===== config.mk =====
export PLATFORM = sky130hd
export DESIGN_NAME = ep2cal_tod
export DESIGN_NICKNAME = d
export VERILOG_FILES = /design/src/rtl/core/ep2cal_pkg.sv /design/src/rtl/core/ep2cal_tod.sv
export SDC_FILE = /design/constraint.sdc
export NUM_CORES = 1
export LEC_CHECK = 0
export BUFFER_PORTS_ARGS = -buffer_cell sky130_fd_sc_hd__buf_2
export CAP_MARGIN = 20
export CORE_MARGIN = 1.5
export CORE_UTILIZATION = 43
export CTS_CLUSTER_DIAMETER = 100
export DETAILED_ROUTE_END_ITERATION = 8
export PLACE_DENSITY = 0.68
export RECOVER_POWER = 50
export SKIP_LAST_GASP = 1
export SYNTH_ARGS = -nofsm -noshare
export SYNTH_HDL_FRONTEND = slang
export SYNTH_SLANG_ARGS = --single-unit

===== constraint.sdc =====
create_clock -name clk -period 6.7 [get_ports clk]
set_clock_uncertainty 0.15 [all_clocks]
set_input_delay 1.34 -clock clk [delete_from_list [all_inputs] [get_ports clk]]
set_output_delay 1.34 -clock clk [all_outputs]
set_load 0.01 [all_outputs]

===== src/rtl/core/ep2cal_pkg.sv =====
`timescale 1ns / 1ps
// Shared types and constants for the epoch-to-calendar pipeline.
package ep2cal_pkg;

	localparam int N_STG = 17;

	localparam int EP_W   = 35;
	localparam int ZONE_W = 6;
	localparam int T_W    = 37;
	localparam int Z_W    = 20;
	localparam int REM_W  = 17;
	localparam int DOE_W  = 18;

	// One load enable per pipeline stage, stage 1 at bit 1.
	typedef logic [N_STG:1] stg_en_t;

	// Day offset 719468 (days from 0000-03-01 to the epoch) in seconds.
	// Added up front so that the day number is the non-negative shifted day count.
	localparam logic [T_W-1:0] T_OFS = T_W'(64'd719468 * 64'd86400);

	// Reciprocals floor(2^S / d); quotient estimate is exact or one low.
	localparam logic [30:0] RCP_675    = 31'((64'd1 << 40) / 64'd675);
	localparam logic [17:0] RCP_3600   = 18'((64'd1 << 29) / 64'd3600);
	localparam logic [20:0] RCP_7      = 21'((64'd1 << 23) / 64'd7);
	localparam logic [12:0] RCP_60     = 13'((64'd1 << 18) / 64'd60);
	localparam logic [20:0] RCP_146097 = 21'((64'd1 << 38) / 64'd146097);
	localparam logic [18:0] RCP_1460   = 19'((64'd1 << 29) / 64'd1460);
	localparam logic [18:0] RCP_36524  = 19'((64'd1 << 34) / 64'd36524);
	localparam logic [18:0] RCP_365    = 19'((64'd1 << 27) / 64'd365);
	localparam logic [9:0]  RCP_100    = 10'((64'd1 << 16) / 64'd100);
	localparam logic [11:0] RCP_153    = 12'((64'd1 << 19) / 64'd153);
	localparam logic [11:0] RCP_5      = 12'((64'd1 << 14) / 64'd5);

	typedef struct packed {
		logic [4:0] hour;
		logic [5:0] minute;
		logic [5:0] second;
		logic [2:0] weekday;
	} tod_t;

	typedef struct packed {
		logic [10:0] year_since_1900;
		logic [3:0]  month;
		logic [4:0]  day_of_month;
		logic [8:0]  day_of_year;
	} date_t;

endpackage


===== src/rtl/core/ep2cal_tod.sv =====
`timescale 1ns / 1ps
// Stages 4-7: hour, minute, second and weekday, then delay to the output stage.
module ep2cal_tod import ep2cal_pkg::*; (
	input  logic             clk,
	input  stg_en_t          en,
	input  logic [Z_W-1:0]   z_s3,
	input  logic [REM_W-1:0] rem_s3,
	output tod_t             tod_out
);

	logic [34:0]      hq_prod;
	logic [Z_W-1:0]   w;
	logic [40:0]      wq_prod;
	logic [4:0]       hq_s4;
	logic [REM_W-1:0] rem_s4;
	logic [17:0]      wq_s4;
	logic [Z_W-1:0]   w_s4;
	logic [REM_W-1:0] hr0;
	logic             hfix;
	logic [Z_W-1:0]   wr0;
	logic [4:0]       hour_s5;
	logic [11:0]      sr_s5;
	logic [2:0]       wd_s5;
	logic [24:0]      mq_prod;
	logic [5:0]       mq_s6;
	logic [11:0]      sr_s6;
	logic [4:0]       hour_s6;
	logic [2:0]       wd_s6;
	logic [11:0]      mr0;
	logic             mfix;
	tod_t             tod_s7;
	tod_t             tod_s [8:N_STG];

	always_comb begin
		hq_prod = 35'(rem_s3) * 35'(RCP_3600);
		// shifted day 0 falls on a Wednesday, so weekday = (z + 3) mod 7
		w       = z_s3 + Z_W'(3);
		wq_prod = 41'(w) * 41'(RCP_7);
		hr0     = rem_s4 - REM_W'(hq_s4) * REM_W'(3600);
		hfix    = hr0 >= REM_W'(3600);
		wr0     = w_s4 - Z_W'(wq_s4) * Z_W'(7);
		mq_prod = 25'(sr_s5) * 25'(RCP_60);
		mr0     = sr_s6 - 12'(mq_s6) * 12'd60;
		mfix    = mr0 >= 12'd60;
	end

	always_ff @(posedge clk) begin
		if (en[4]) begin
			hq_s4  <= hq_prod[33:29];
			rem_s4 <= rem_s3;
			wq_s4  <= wq_prod[40:23];
			w_s4   <= w;
		end
		if (en[5]) begin
			hour_s5 <= hq_s4 + 5'(hfix);
			sr_s5   <= hfix ? 12'(hr0 - REM_W'(3600)) : hr0[11:0];
			wd_s5   <= (wr0 >= Z_W'(7)) ? 3'(wr0 - Z_W'(7)) : wr0[2:0];
		end
		if (en[6]) begin
			mq_s6   <= mq_prod[23:18];
			sr_s6   <= sr_s5;
			hour_s6 <= hour_s5;
			wd_s6   <= wd_s5;
		end
		if (en[7]) begin
			tod_s7.hour    <= hour_s6;
			tod_s7.minute  <= mq_s6 + 6'(mfix);
			tod_s7.second  <= mfix ? 6'(mr0 - 12'd60) : mr0[5:0];
			tod_s7.weekday <= wd_s6;
		end
	end

	for (genvar k = 8; k <= N_STG; k++) begin : g_dly
		if (k == 8) begin : g_first
			always_ff @(posedge clk) begin
				if (en[k]) begin
					tod_s[k] <= tod_s7;
				end
			end
		end else begin : g_next
			always_ff @(posedge clk) begin
				if (en[k]) begin
					tod_s[k] <= tod_s[k-1];
				end
			end
		end
	end

	assign tod_out = tod_s[N_STG];

endmodule


==> results of run 1 <==
cell usage after synthesis (all sizes together) (2+ instances only):
cell type,number
a2111oi,4
a211o,3
a211oi,9
a21boi,2
a21o,25
a21oi,69
a31o,3
a31oi,4
and3,6
and4,4
buf,21
edfxtp,326
fa,178
ha,388
inv,321
mux2,3
mux2i,8
nand2,45
nand2b,10
nand3,22
nand3b,2
nand4,7
nor2,54
nor2b,10
nor3,17
nor3b,3
nor4,6
nor4b,2
o211ai,4
o21a,12
o21ai,35
o21bai,10
o221a,2
o22ai,4
o311ai,2
o31a,2
o31ai,5
o41ai,2
or2,7
or2b,2
or4,2
xnor2,65
xor2,38
final cells by class:
cell class | count | area [um2] | area share
clock inverter | 23 | 335.3 | 0.01267
clock buffer | 33 | 762.0 | 0.02880
tap | 688 | 860.8 | 0.03254
inverter | 321 | 1205 | 0.04554
sequential | 326 | 9789 | 0.3700
timing repair buffer | 221 | 1416 | 0.05354
multi-input combinational | 1092 | 12090 | 0.4569
timing repair:
item | 4_1_cts | 5_1_grt
endpoints found under the hold margin | 0 | 0
hold buffers | 0 | 0
resized for setup | 0 | 26
setup endpoints to repair | 0 | 17
placed cells by master, fill, tap and decap left out, types with 8 or more instances in the layout:
cell       instances
ha_1             380
edfxtp_1         326
inv_1            319
fa_1             178
buf_4            136
xnor2_1           63
a21oi_1           63
buf_2             61
nor2_1            50
nand2_1           43
xor2_1            35
o21ai_0           31
clkbuf_16         30
clkbuf_1          27
a21o_1            25
nand3_1           22
nor3_1            17
o21a_1            11
nor2b_1           10
nand2b_1          10
o21bai_1          10
mux2i_1            8
a211oi_1           8
layer usage:
layer / GRT usage / up-vias
met4: 0.04487 / 2
li1: - / 6551
met2: 0.2831 / 196
met5: 0 / -
met1: 0.1914 / 6477
met3: 0.01727 / 71
state kept, by name, summed over array words and instances (netlist names):
signal / cells
tod_s: 200
tod_s7: 20
w_s4: 20
wq_s4: 18
rem_s4: 17
sr_s5: 12
sr_s6: 12
mq_s6: 6
hour_s5: 5
hour_s6: 5
hq_s4: 5
wd_s5: 3
wd_s6: 3
cells by family after synthesis:
family                   count (synthesis)  share of synthesized area
adder cells (fa/ha/maj)                566                     0.3665
buffers and inverters                  342                    0.05948
flip-flops                             326                     0.4262
AO/OA/AOI/OAI                          210                    0.05992
AND/OR/NAND/NOR                        202                    0.04369
XOR/XNOR                               103                    0.03927
multiplexers                            11                   0.004957
path summary, 6_finish.rpt:
check / from / endpoint / slack [ns] / depth (start not counted)
max: z_s3[2] / wq_s4[17] / 0.13 / 25
min: tod_s[7][6] / tod_s[7][26] / 0.27 / 0
max reg2reg: mq_s6[3] / tod_s7[13] / 0.71 / 22
min reg2reg: tod_s[7][6] / tod_s[7][26] / 0.27 / 0
per-stage QoR:
stage | setup WS, ns | cells | util | instance area, um2 | setup TNS (ns)
2_1_floorplan | 0.01077 | 1760 | - | 23090 | 0
3_3_place_gp | -0.4728 | 2648 | 0.4800 | 25270 | -7.037
3_5_place_dp | -0.5537 | 2648 | 0.4800 | 25270 | -8.422
4_1_cts | 0.03891 | 2704 | 0.5008 | 26370 | 0
5_1_grt | -0.09500 | 2704 | 0.5024 | 26460 | -0.3215
6_report | 0.1330 | 2704 | 0.5024 | 26460 | 0
worst max-delay path: cells and delay by family:
family / cells / cell delay [ns]
adder cells (fa/ha/maj): 5 / 2.15
AND/OR/NAND/NOR: 4 / 0.71
XOR/XNOR: 2 / 0.36
AO/OA/AOI/OAI: 9 / 1.67
buffers and inverters: 5 / 0.50
==> impl_metrics.toml, run 1 <==
[status]
outcome = "complete, no violations"

[yosys]
synth_top_area_frac = 0.4262
seq_area_frac_synth = 0.4262
synthArstFlopShare = 0
synth_edf_count = 326
syn-mean-instance-area_um2 = 13.05
netlist_instances = 1760
syn-num-nets = 2381
ys.flop_type = "edfxtp_1"
synthTopCellsByArea = "edfxtp_1, ha_1, fa_1"
syn_area_um2 = 22970
yosysTopAreaCell = "edfxtp_1"
ys_types = 64
synth-warning-count = 0
ys_ff_latch = 326

[cells_and_area]
final_nets = 2613
nFillCells = 4475
area_delta_synth_final_pct = 15.18
n_antenna_cell = 0
drive_gt1_frac = 0.1508

[detailed_routing]
antenna_left = 0
wire_per_inst_um = 15.05
wl_met1_mm = 17.85
num_vias = 13300
post_drt_via_cell_ratio = 4.918
drc = 0
drt_wl_total_mm = 40.71
drt-pass1-iter-count = 4
route.met2.wl_mm = 20.55
wl_met3_mm = 1.219
dr.max_layer_used = "met5"
drt_iter0_drc = 448

[grt]
grt_first_pass_wirelength_mm = 67.88
grt_max_degree = 61
grt_pass1_vias = 14240
antenna_found_initial = 1
track_usage = 0.1547
overflow = 0

[clock_tree]
clock_latency_ns = 0.57
htreeDepth = 1
cts_tree = "built"
clock-sinks = 326
cts_setup_buffers = 0
cts_buffer_depth = 3
cts_buffers = 30
clkTransAtPathRegs_ns = 0.07
root_buffer = "clkbuf_16"

[job]
maxCapViolCount = 0

[floorplan]
die_h_um = 234.1
row_count = 84
die_x_um = 234.1
dieArea_um2 = 54810
core-area_um2 = 52660
io_pins = 75
start_util = 0.4362

[worst_setup_path]
start_kind = "input pin"
path_class = "in2reg"
cp_data_required_time_ns = 6.88
cp_slowest_cell = "fa_1"
cp-end-kind = "register"
max_stage_delay_ns = 0.55
cp_max_fo = 4
arrival_ns = 6.74

[timing]
post-route-period-util = 0.9801
slew_headroom = 0.3073
max_freq_ghz = 0.1523
rsz0062_at_grt = "true"
finalHoldViolations = 0
slew_viol_final = 0
fin_crit_ns = 6.567
tightest_slew_ns = 1.039
setup_viol = 0
whs_ns = 0.2656

[min_path]
min_path_type = "reg2reg"

[placed_design]
hpwl_mm = 34.02
globalplace.congestion = 0.8962
io_buffers = 71
Power of run 1 is not shown: default switching activity piles up to over one toggle a cycle in this logic, so the estimate is an artifact.
==> run 2: changes to the inputs <==
--- a/config.mk
+++ b/config.mk
@@ -13,6 +13,7 @@
 export DETAILED_ROUTE_END_ITERATION = 8
 export PLACE_DENSITY = 0.68
 export RECOVER_POWER = 50
+export SETUP_SLACK_MARGIN = 0.5
 export SKIP_LAST_GASP = 1
 export SYNTH_ARGS = -nofsm -noshare
 export SYNTH_HDL_FRONTEND = slang
==> run 2 against run 1 <==
Global-route usage up 0.71 points. Critical path depth grew 2. Count of clock-buffer cells in the layout is 7 higher. Sequential cell count is the same. Design area up 3.2%. First-iteration DRC count shrank 0.67%. Non-clock buffer count rose by 43. Maximum frequency is 0.51% lower. Critical path type unchanged. Largest cell class unchanged. Highest routed layer unchanged.
==> impl_metrics.toml, run 2 (synthesis results as in run 1) <==
[detailed_routing]
drt_iter0_drc = 445
wire_per_inst_um = 15.51
antenna_left = 0
drc = 0
drt_wl_total_mm = 42.70
num_vias = 13590
post_drt_via_cell_ratio = 4.939
drt-pass1-iter-count = 5

[worst_setup_path]
start_kind = "input pin"
reg2reg_depth = 22
cp_top_family = "adder cells"
cp-end-kind = "register"
cp_data_required_time_ns = 6.83
max_stage_delay_ns = 0.58
crit_start = "z_s3[0]"
rr_startpoint = "mq_s6[3]"
arrival_ns = 6.73
r2r_end = "tod_s7[11]"
path_class = "in2reg"
cp.depth = 27
r2r_setup_slack_ns = 0.96
cp-endpoint = "wq_s4[17]"
cp_max_fo = 4
cp_slowest_cell = "fa_1"
timing.critical_path.buf_inv = 7

[placed_design]
place_inst = 2631
dp_worst_setup_slack_ns = -0.5797
hpwl_mm = 34.00
io_buffers = 71
globalplace.congestion = 0.8940

[timing]
max_freq_ghz = 0.1515
tns_ns = 0
slew_viol_final = 0
setup_slack_ns = 0.09940
setup_viol = 0
finalHoldViolations = 0
fin_crit_ns = 6.601
post-route-period-util = 0.9852
slew_headroom = 0.3250
rsz0062_at_grt = "true"
tightest_slew_ns = 1.013

[cells_and_area]
largest_reg_flops = 200
final_util = 0.5184
area_delta_synth_final_pct = 18.83
seq_area_um2 = 9789
reg_top3 = "tod_s: 200 flops, tod_s7: 20 flops, w_s4: 20 flops"
multi_input_area_um2 = 12430
final_cell_mix = "ha_1, edfxtp_1, inv_1, fa_1, buf_4"
final_cells = 2752
final_common_cell = "ha_1"
largest_register = "tod_s"
final_nets = 2661
drive_gt1_frac = 0.1909
n_antenna_cell = 0
nFillCells = 4391

[floorplan]
die_x_um = 234.1
dieArea_um2 = 54810
row_count = 84
die_h_um = 234.1
core-area_um2 = 52660
start_util = 0.4362
io_pins = 75

[clock_tree]
cts_buffers = 35
clock_latency_ns = 0.52
cts_tree = "built"
holdBufCountCts = 0
root_buffer = "clkbuf_16"
cts_buffer_depth = 3
clkTransAtPathRegs_ns = 0.06
clock-sinks = 326
htreeDepth = 2

[grt]
grt_pass1_vias = 14550
track_usage = 0.1618
grt_first_pass_wirelength_mm = 70.74
antenna_found_initial = 1
grt_max_degree = 61
overflow = 0

[job]
maxCapViolCount = 0

[status]
outcome = "complete, no violations"

[min_path]
min_path_type = "reg2reg"
## run 2: worst min path at each step
stage / slack, ns / from / endpoint / cells after the start
floorplan: 0.25 / hour_s5[0] / hour_s6[0] / 0
global placement: 0.25 / tod_s[5][7] / tod_s[5][27] / 0
detailed placement: 0.25 / tod_s7[16] / tod_s[4][16] / 0
CTS: 0.26 / tod_s[8][8] / tod_s[8][28] / 0
global route: 0.27 / tod_s[6][38] / tod_s[7][18] / 0
finish: 0.26 / tod_s[7][13] / tod_s[7][33] / 0
## run 2: layout make-up
type	count	share of cell area
sequential	326	0.3587
timing repair buffer	264	0.06835
clock buffer	40	0.03278
tap	688	0.03154
multi-input combinational	1092	0.4555
inverter	321	0.04488
clock inverter	21	0.008297
## run 2: routing by layer
layer	wire (um)	global-route usage	up-vias	part of all wire
met5	13	0	-	0.00030
met4	1391	0.05849	2	0.033
met3	1266	0.01885	98	0.030
met2	21410	0.2890	218	0.50
met1	18620	0.2011	6623	0.44
li1	-	-	6650	-
## run 2: repair_timing
| item | CTS | global route |
|---|---|---|
| endpoints found under the setup margin | 23 | 22 |
| gates resized for setup | 49 | 57 |
| pin swaps | 35 | 50 |
| buffers inserted | 49 | 11 |
| endpoints found under the hold margin | 0 | 0 |
## run 2: through the flow
stage	area, um2	hold WS (ns)
4_1_cts	26970	0.2624
3_5_place_dp	25200	0.2545
5_1_grt	27290	0.2657
3_3_place_gp	25200	0.2508
6_report	27290	0.2624
2_1_floorplan	23140	0.2503
Power of run 2 is left out for the same reason.
