--- config.mk ---
export PLATFORM = sky130hd
export DESIGN_NAME = ep2cal_date
export DESIGN_NICKNAME = d
export VERILOG_FILES = /design/src/rtl/core/ep2cal_pkg.sv /design/src/rtl/core/ep2cal_date.sv
export SDC_FILE = /design/constraint.sdc
export NUM_CORES = 2
export LEC_CHECK = 0
export BUFFER_PORTS_ARGS = -buffer_cell sky130_fd_sc_hd__buf_2
export CAP_MARGIN = 20
export CORE_UTILIZATION = 61
export DETAILED_ROUTE_END_ITERATION = 6
export HOLD_SLACK_MARGIN = 0.02
export PLACE_DENSITY = 0.73
export SYNTH_ARGS = -nofsm -noshare
export SYNTH_HDL_FRONTEND = slang
export SYNTH_SLANG_ARGS = --single-unit
--- constraint.sdc ---
create_clock -name clk -period 8.7 [get_ports clk]
set_clock_uncertainty 0.1 [all_clocks]
set_input_delay 0.435 -clock clk [delete_from_list [all_inputs] [get_ports clk]]
set_output_delay 0.435 -clock clk [all_outputs]
set_load 0.02 [all_outputs]
--- src/rtl/core/ep2cal_pkg.sv ---
`timescale 1ns / 1ps
// Shared types and constants for the epoch-to-calendar pipeline.
package ep2cal_pkg;

	localparam int N_STG = 17;

	localparam int EP_W   = 35;
	localparam int ZONE_W = 6;
	localparam int T_W    = 37;
	localparam int Z_W    = 20;
	localparam int REM_W  = 17;
	localparam int DOE_W  = 18;

	// One load enable per pipeline stage, stage 1 at bit 1.
	typedef logic [N_STG:1] stg_en_t;

	// Day offset 719468 (days from 0000-03-01 to the epoch) in seconds.
	// Added up front so that the day number is the non-negative shifted day count.
	localparam logic [T_W-1:0] T_OFS = T_W'(64'd719468 * 64'd86400);

	// Reciprocals floor(2^S / d); quotient estimate is exact or one low.
	localparam logic [30:0] RCP_675    = 31'((64'd1 << 40) / 64'd675);
	localparam logic [17:0] RCP_3600   = 18'((64'd1 << 29) / 64'd3600);
	localparam logic [20:0] RCP_7      = 21'((64'd1 << 23) / 64'd7);
	localparam logic [12:0] RCP_60     = 13'((64'd1 << 18) / 64'd60);
	localparam logic [20:0] RCP_146097 = 21'((64'd1 << 38) / 64'd146097);
	localparam logic [18:0] RCP_1460   = 19'((64'd1 << 29) / 64'd1460);
	localparam logic [18:0] RCP_36524  = 19'((64'd1 << 34) / 64'd36524);
	localparam logic [18:0] RCP_365    = 19'((64'd1 << 27) / 64'd365);
	localparam logic [9:0]  RCP_100    = 10'((64'd1 << 16) / 64'd100);
	localparam logic [11:0] RCP_153    = 12'((64'd1 << 19) / 64'd153);
	localparam logic [11:0] RCP_5      = 12'((64'd1 << 14) / 64'd5);

	typedef struct packed {
		logic [4:0] hour;
		logic [5:0] minute;
		logic [5:0] second;
		logic [2:0] weekday;
	} tod_t;

	typedef struct packed {
		logic [10:0] year_since_1900;
		logic [3:0]  month;
		logic [4:0]  day_of_month;
		logic [8:0]  day_of_year;
	} date_t;

endpackage

--- src/rtl/core/ep2cal_date.sv ---
`timescale 1ns / 1ps
// Stages 4-17: closed-form day number to year, month, day and day of year.
module ep2cal_date import ep2cal_pkg::*; (
	input  logic           clk,
	input  stg_en_t        en,
	input  logic [Z_W-1:0] z_s3,
	output date_t          date_out
);

	// era
	logic [40:0]      eq_prod;
	logic [2:0]       eq_s4;
	logic [Z_W-1:0]   z_s4;
	logic [Z_W-1:0]   er0;
	logic             efix;
	logic [2:0]       era_s5, era_s6, era_s7, era_s8, era_s9, era_s10;
	logic [DOE_W-1:0] doe_s5, doe_s6, doe_s7, doe_s8, doe_s9, doe_s10, doe_s11, doe_s12;
	// year of era
	logic [36:0]      a_prod, b_prod, y_prod;
	logic [6:0]       aq_s6, aq_s7;
	logic [2:0]       bq_s6, bq_s7;
	logic [DOE_W-1:0] ar0, br0;
	logic             last_s7;
	logic [DOE_W-1:0] n_s8, n_s9;
	logic [8:0]       yq_s9;
	logic [DOE_W-1:0] yr0;
	logic [8:0]       yoe_s10, yoe_s11;
	// day of year, leap year
	logic [18:0]      c_prod;
	logic [2:0]       cq_s11, cq_s12;
	logic [DOE_W-1:0] base_s11, base_s12;
	logic [11:0]      year_s11, year_s12, year_s13, year_s14, year_s15, year_s16;
	logic [8:0]       cr0, cent_r;
	logic             cfix;
	logic             leap_s12, leap_s13, leap_s14, leap_s15, leap_s16;
	logic [8:0]       doy_s13, doy_s14, doy_s15, doy_s16;
	// month and day
	logic [10:0]      x153, x153_s14, mr0;
	logic [22:0]      m_prod, d_prod;
	logic [3:0]       mq_s14, mp_s15, mp_s16;
	logic [10:0]      x5, x5_s16, dr0;
	logic [8:0]       dq_s16, dsum;
	logic             jan_feb;

	always_comb begin
		eq_prod = 41'(z_s3) * 41'(RCP_146097);
		er0     = z_s4 - Z_W'(eq_s4) * Z_W'(146097);
		efix    = er0 >= Z_W'(146097);
		a_prod  = 37'(doe_s5) * 37'(RCP_1460);
		b_prod  = 37'(doe_s5) * 37'(RCP_36524);
		ar0     = doe_s6 - DOE_W'(aq_s6) * DOE_W'(1460);
		br0     = doe_s6 - DOE_W'(bq_s6) * DOE_W'(36524);
		y_prod  = 37'(n_s8) * 37'(RCP_365);
		yr0     = n_s9 - DOE_W'(yq_s9) * DOE_W'(365);
		c_prod  = 19'(yoe_s10) * 19'(RCP_100);
		cr0     = yoe_s11 - 9'(cq_s11) * 9'd100;
		cfix    = cr0 >= 9'd100;
		cent_r  = cfix ? cr0 - 9'd100 : cr0;
		x153    = 11'(doy_s13) * 11'd5 + 11'd2;
		m_prod  = 23'(x153) * 23'(RCP_153);
		mr0     = x153_s14 - 11'(mq_s14) * 11'd153;
		x5      = 11'(mp_s15) * 11'd153 + 11'd2;
		d_prod  = 23'(x5) * 23'(RCP_5);
		dr0     = x5_s16 - 11'(dq_s16) * 11'd5;
		dsum    = dq_s16 + 9'(dr0 >= 11'd5);
		// the shifted year starts in March: its months 10 and 11 are January and February
		jan_feb = mp_s16 >= 4'd10;
	end

	always_ff @(posedge clk) begin
		if (en[4]) begin
			eq_s4 <= eq_prod[40:38];
			z_s4  <= z_s3;
		end
		if (en[5]) begin
			era_s5 <= eq_s4 + 3'(efix);
			doe_s5 <= efix ? DOE_W'(er0 - Z_W'(146097)) : er0[DOE_W-1:0];
		end
		if (en[6]) begin
			aq_s6  <= a_prod[35:29];
			bq_s6  <= b_prod[36:34];
			doe_s6 <= doe_s5;
			era_s6 <= era_s5;
		end
		if (en[7]) begin
			aq_s7   <= aq_s6 + 7'(ar0 >= DOE_W'(1460));
			bq_s7   <= bq_s6 + 3'(br0 >= DOE_W'(36524));
			last_s7 <= doe_s6 == DOE_W'(146096);
			doe_s7  <= doe_s6;
			era_s7  <= era_s6;
		end
		if (en[8]) begin
			n_s8   <= doe_s7 - DOE_W'(aq_s7) + DOE_W'(bq_s7) - DOE_W'(last_s7);
			doe_s8 <= doe_s7;
			era_s8 <= era_s7;
		end
		if (en[9]) begin
			yq_s9  <= y_prod[35:27];
			n_s9   <= n_s8;
			doe_s9 <= doe_s8;
			era_s9 <= era_s8;
		end
		if (en[10]) begin
			yoe_s10 <= yq_s9 + 9'(yr0 >= DOE_W'(365));
			doe_s10 <= doe_s9;
			era_s10 <= era_s9;
		end
		if (en[11]) begin
			cq_s11   <= c_prod[18:16];
			base_s11 <= DOE_W'(yoe_s10) * DOE_W'(365) + DOE_W'(yoe_s10[8:2]);
			year_s11 <= 12'(era_s10) * 12'd400 + 12'(yoe_s10);
			yoe_s11  <= yoe_s10;
			doe_s11  <= doe_s10;
		end
		if (en[12]) begin
			cq_s12   <= cq_s11 + 3'(cfix);
			// year mod 400 is the year of era
			leap_s12 <= (yoe_s11[1:0] == 2'd0) && ((cent_r != 9'd0) || (yoe_s11 == 9'd0));
			base_s12 <= base_s11;
			doe_s12  <= doe_s11;
			year_s12 <= year_s11;
		end
		if (en[13]) begin
			doy_s13  <= 9'(doe_s12 - base_s12 + DOE_W'(cq_s12));
			year_s13 <= year_s12;
			leap_s13 <= leap_s12;
		end
		if (en[14]) begin
			mq_s14   <= m_prod[22:19];
			x153_s14 <= x153;
			doy_s14  <= doy_s13;
			year_s14 <= year_s13;
			leap_s14 <= leap_s13;
		end
		if (en[15]) begin
			mp_s15   <= mq_s14 + 4'(mr0 >= 11'd153);
			doy_s15  <= doy_s14;
			year_s15 <= year_s14;
			leap_s15 <= leap_s14;
		end
		if (en[16]) begin
			dq_s16   <= d_prod[22:14];
			x5_s16   <= x5;
			mp_s16   <= mp_s15;
			doy_s16  <= doy_s15;
			year_s16 <= year_s15;
			leap_s16 <= leap_s15;
		end
		if (en[17]) begin
			date_out.year_since_1900 <= 11'(year_s16 + 12'(jan_feb) - 12'd1900);
			date_out.month           <= jan_feb ? mp_s16 - 4'd10 : mp_s16 + 4'd2;
			date_out.day_of_month    <= 5'(doy_s16 - dsum + 9'd1);
			date_out.day_of_year     <= jan_feb ? doy_s16 - 9'd306
			                                    : doy_s16 + 9'd59 + 9'(leap_s16);
		end
	end

endmodule

==> impl_results.rst <==
.. list-table::
   :header-rows: 1

   * - Metric
     - Value
   * - Net count after synthesis
     - 6405
   * - CTS Buffer Depth
     - 3
   * - Arrival @ worst endpoint
     - 7.68 ns
   * - Routed wire length per instance
     - 16.9 um
   * - Dominant synthesized flop cell
     - edfxtp_1
   * - Detailed-placement wirelength estimate
     - 84600 um
   * - Endpoint of the worst hold-timing path
     - z_s4[15]
   * - Final hold violation count
     - 0
   * - Top post-synthesis cells by area
     - ha_1, fa_1, edfxtp_1
   * - Post-synthesis average cell area
     - 11.4 sq um
   * - Highest achievable clock rate
     - 134 MHz
   * - Number of fill cells
     - 6478
   * - Hold depth
     - 1
   * - Type of element capturing the critical path
     - register
   * - Number of enable-type register cells in the synthesized netlist
     - 423
   * - Multi-input logic area
     - 35200 sq um
   * - RSZ-0062 raised after global routing
     - no
   * - Worst min-delay path class
     - input pin to register
   * - Max cap viols
     - 0
   * - Post-synth top area cell
     - ha_1
   * - Core Region
     - 84200 sq um
   * - Final #Nets
     - 6520
   * - IO Count
     - 67
   * - Total of cells resized after clock tree synthesis
     - 0
   * - Crit Path Max Fanout
     - 7
   * - Worst-skew pair later-pin latency
     - 0.58 ns
   * - FF-to-FF Start
     - mp_s15[1]
   * - Cell depth of the worst flop-to-flop path
     - 19
   * - Vias in the first global route
     - 33.8k
   * - Initial Util
     - 62.0%
   * - Maximum number of pins on one net before global-route repair
     - 46
   * - Part of the Yosys area used for sequential elements
     - 24.3%
   * - Required time of the worst setup path
     - 8.92 ns
   * - Most frequent cell after synthesis
     - ha_1
   * - Number of I/O port buffers
     - 63
   * - Max-slew violation count
     - 0
   * - CTS tree
     - yes
   * - FF+latch area
     - 12700 sq um
   * - Die outline area
     - 86800 sq um
   * - Antenna violations before repair
     - 3
   * - Sum of negative setup slack
     - 0 ns
   * - Via density
     - 5.40
   * - Number of vias in the routed layout
     - 31.7k
   * - Global-route wire length before repair
     - 168000 um
   * - Number of DRC markers in iteration 0
     - 1315
   * - Area of the mapped netlist
     - 52200 sq um
   * - Post-synthesis instance total
     - 4582
   * - Synth top area share
     - 27.5%
   * - Row count
     - 106
   * - Reg-to-reg slack, setup
     - 1.24 ns
   * - Horizontal die dimension
     - 295 um
   * - Worst R2R End
     - dq_s16[8]
   * - Share of post-route cells with drive strength above 1
     - 3.78%
   * - Hold-fix buffers at CTS
     - 0
   * - Outcome
     - finished clean
   * - Root buf cell
     - clkbuf_16
   * - Share of the cycle needed by the critical path after routing
     - 85.7%
   * - Startpoint types
     - register
   * - Overflow after GRT
     - 0
   * - Type of the setup path with the least slack
     - register to register
   * - Crit path time final
     - 7.46 ns
   * - HP Start
     - z_s3[15]
   * - Post-synthesis async set-or-reset flop share
     - 0%
   * - Area added between synthesis and finish
     - 6.21%
   * - Number of buffers inserted by post-CTS setup repair
     - 0
   * - Most common library cells after synthesis
     - ha_1, inv_1, fa_1
   * - Post-synth cell types
     - 82
   * - Max-slew headroom
     - 32.8%
   * - Overall die height
     - 295 um
   * - Total clock buffers created by CTS
     - 44
   * - Antenna viol nets, final
     - 0
   * - Final setup vio count
     - 0
   * - Total detailed-routing wirelength
     - 98900 um
   * - Placer Congestion
     - 0.899
   * - Register bit total from synthesis
     - 423
   * - YS warnings
     - 0
   * - Measured slew at the worst slew-check pin
     - 1.01 ns
   * - Aggregate global-route resource usage
     - 24.4%
   * - Detailed-router iteration count before antenna repair
     - 6
   * - Clock-pin slew of the registers on the worst-case setup and hold paths
     - 0.06 ns
   * - Post-detailed-route DRC marker count
     - 0
   * - # H-tree levels
     - 2
   * - Sink Count
     - 423
==> routing by layer <==
layer | up-vias | wire length (um) | part of all wire, % | GRT usage, %
li1 | 15468 | - | - | -
met1 | 15565 | 41900 | 42 | 30.5
met2 | 471 | 51400 | 52 | 44.8
met3 | 154 | 2990 | 3.0 | 2.31
met4 | 0 | 2690 | 2.7 | 6.87
met5 | - | 0 | 0 | 0
==> cell usage in the layout (no fill, tap or decap), types with 8 or more instances in the layout <==
| master | synthesis | final |
|---|---|---|
| a2111oi_0 | 14 | 14 |
| a211oi_1 | 21 | 21 |
| a21boi_0 | 8 | 8 |
| a21o_1 | 64 | 64 |
| a21oi_1 | 141 | 141 |
| a31oi_1 | 14 | 14 |
| and3_1 | 15 | 15 |
| buf_2 | 1 | 63 |
| buf_4 | 0 | 13 |
| clkbuf_16 | 0 | 44 |
| clkinv_1 | 0 | 10 |
| clkinv_2 | 0 | 8 |
| edfxtp_1 | 423 | 423 |
| fa_1 | 639 | 639 |
| ha_1 | 1146 | 1146 |
| inv_1 | 1139 | 1139 |
| nand2_1 | 72 | 72 |
| nand2b_1 | 22 | 22 |
| nand3_1 | 41 | 41 |
| nand4_1 | 18 | 18 |
| nor2_1 | 117 | 117 |
| nor2b_1 | 30 | 30 |
| nor3_1 | 38 | 38 |
| nor3b_1 | 8 | 8 |
| o211ai_1 | 12 | 12 |
| o21a_1 | 36 | 36 |
| o21ai_0 | 96 | 96 |
| o21bai_1 | 23 | 23 |
| or2_2 | 17 | 17 |
| or3_1 | 12 | 12 |
| xnor2_1 | 181 | 181 |
| xor2_1 | 75 | 75 |
==> cell families (layout without fill, tap and decap cells) <==
family | after synthesis | after routing | share of synthesized area, %
AO/OA/AOI/OAI | 526 | 526 | 6.69
XOR/XNOR | 256 | 256 | 4.29
adder cells (fa/ha/maj) | 1786 | 1786 | 52.0
buffers and inverters | 1146 | 1295 | 8.24
flip-flops | 423 | 423 | 24.3
multiplexers | 10 | 10 | 0.208
other | 0 | 2 | 0
AND/OR/NAND/NOR | 435 | 435 | 4.28
==> worst max-delay path by stage <==
stage | endpoint | slack, ns | from
CTS | dq_s16[8] | 1.16 | mp_s15[1]
floorplan | dq_s16[8] | 2.02 | mp_s15[1]
global route | dq_s16[8] | 0.74 | mp_s15[1]
global placement | dq_s16[8] | 1.24 | mp_s15[1]
detailed placement | dq_s16[8] | 1.17 | mp_s15[1]
finish | dq_s16[8] | 1.24 | mp_s15[1]
==> stage by stage <==
stage	worst slack [ns]	hold WS, ns	instances	instance area (sq um)	util [%]
6_report	1.24	0.0763	5867	55500	65.9
5_1_grt	0.735	0.0613	5867	55500	65.9
4_1_cts	1.16	0.0348	5865	55500	65.9
3_5_place_dp	1.17	0.305	5785	54000	64.2
3_3_place_gp	1.24	0.300	5785	54000	64.2
2_1_floorplan	2.02	0.300	4582	52200	-
==> final cells by class <==
type,count,share of cell area (%)
multi-input cells,3013,63.5
flip-flops and latches,423,22.9
inverters,1139,7.71
well taps,1134,2.56
clock buffers,50,2.03
repair buffers,76,0.744
clock inverters,30,0.557
diodes,2,0.00902
==> flip-flops by register name, indices dropped and copies added (netlist names), 11 cells and up <==
| register | count |
|---|---|
| date_out | 29 |
| z_s4 | 20 |
| doe_s5 | 18 |
| doe_s6 | 18 |
| doe_s7 | 18 |
| n_s8 | 18 |
| n_s9 | 18 |
| x153_s14 | 11 |
| x5_s16 | 11 |
| year_s12 | 11 |
| year_s13 | 11 |
| year_s14 | 11 |
| year_s15 | 11 |
| year_s16 | 11 |
==> critical path: stages (launching register included) <==
cell	delay, ns
edfxtp_1	0.50
ha_1	0.47
inv_1	0.08
ha_1	0.33
a21o_1	0.17
a21o_1	0.19
xor2_1	0.47
ha_1	0.38
fa_1	0.52
fa_1	0.51
fa_1	0.58
fa_1	0.42
ha_1	0.32
a21o_1	0.16
a221oi_1	0.51
o21ai_1	0.25
o41ai_1	0.52
nor2_1	0.10
a2111oi_0	0.47
xnor2_1	0.13
Power is left out: the tool's default activity adds up to more than one toggle a clock period on the data nets, which glitch-free logic cannot reach.
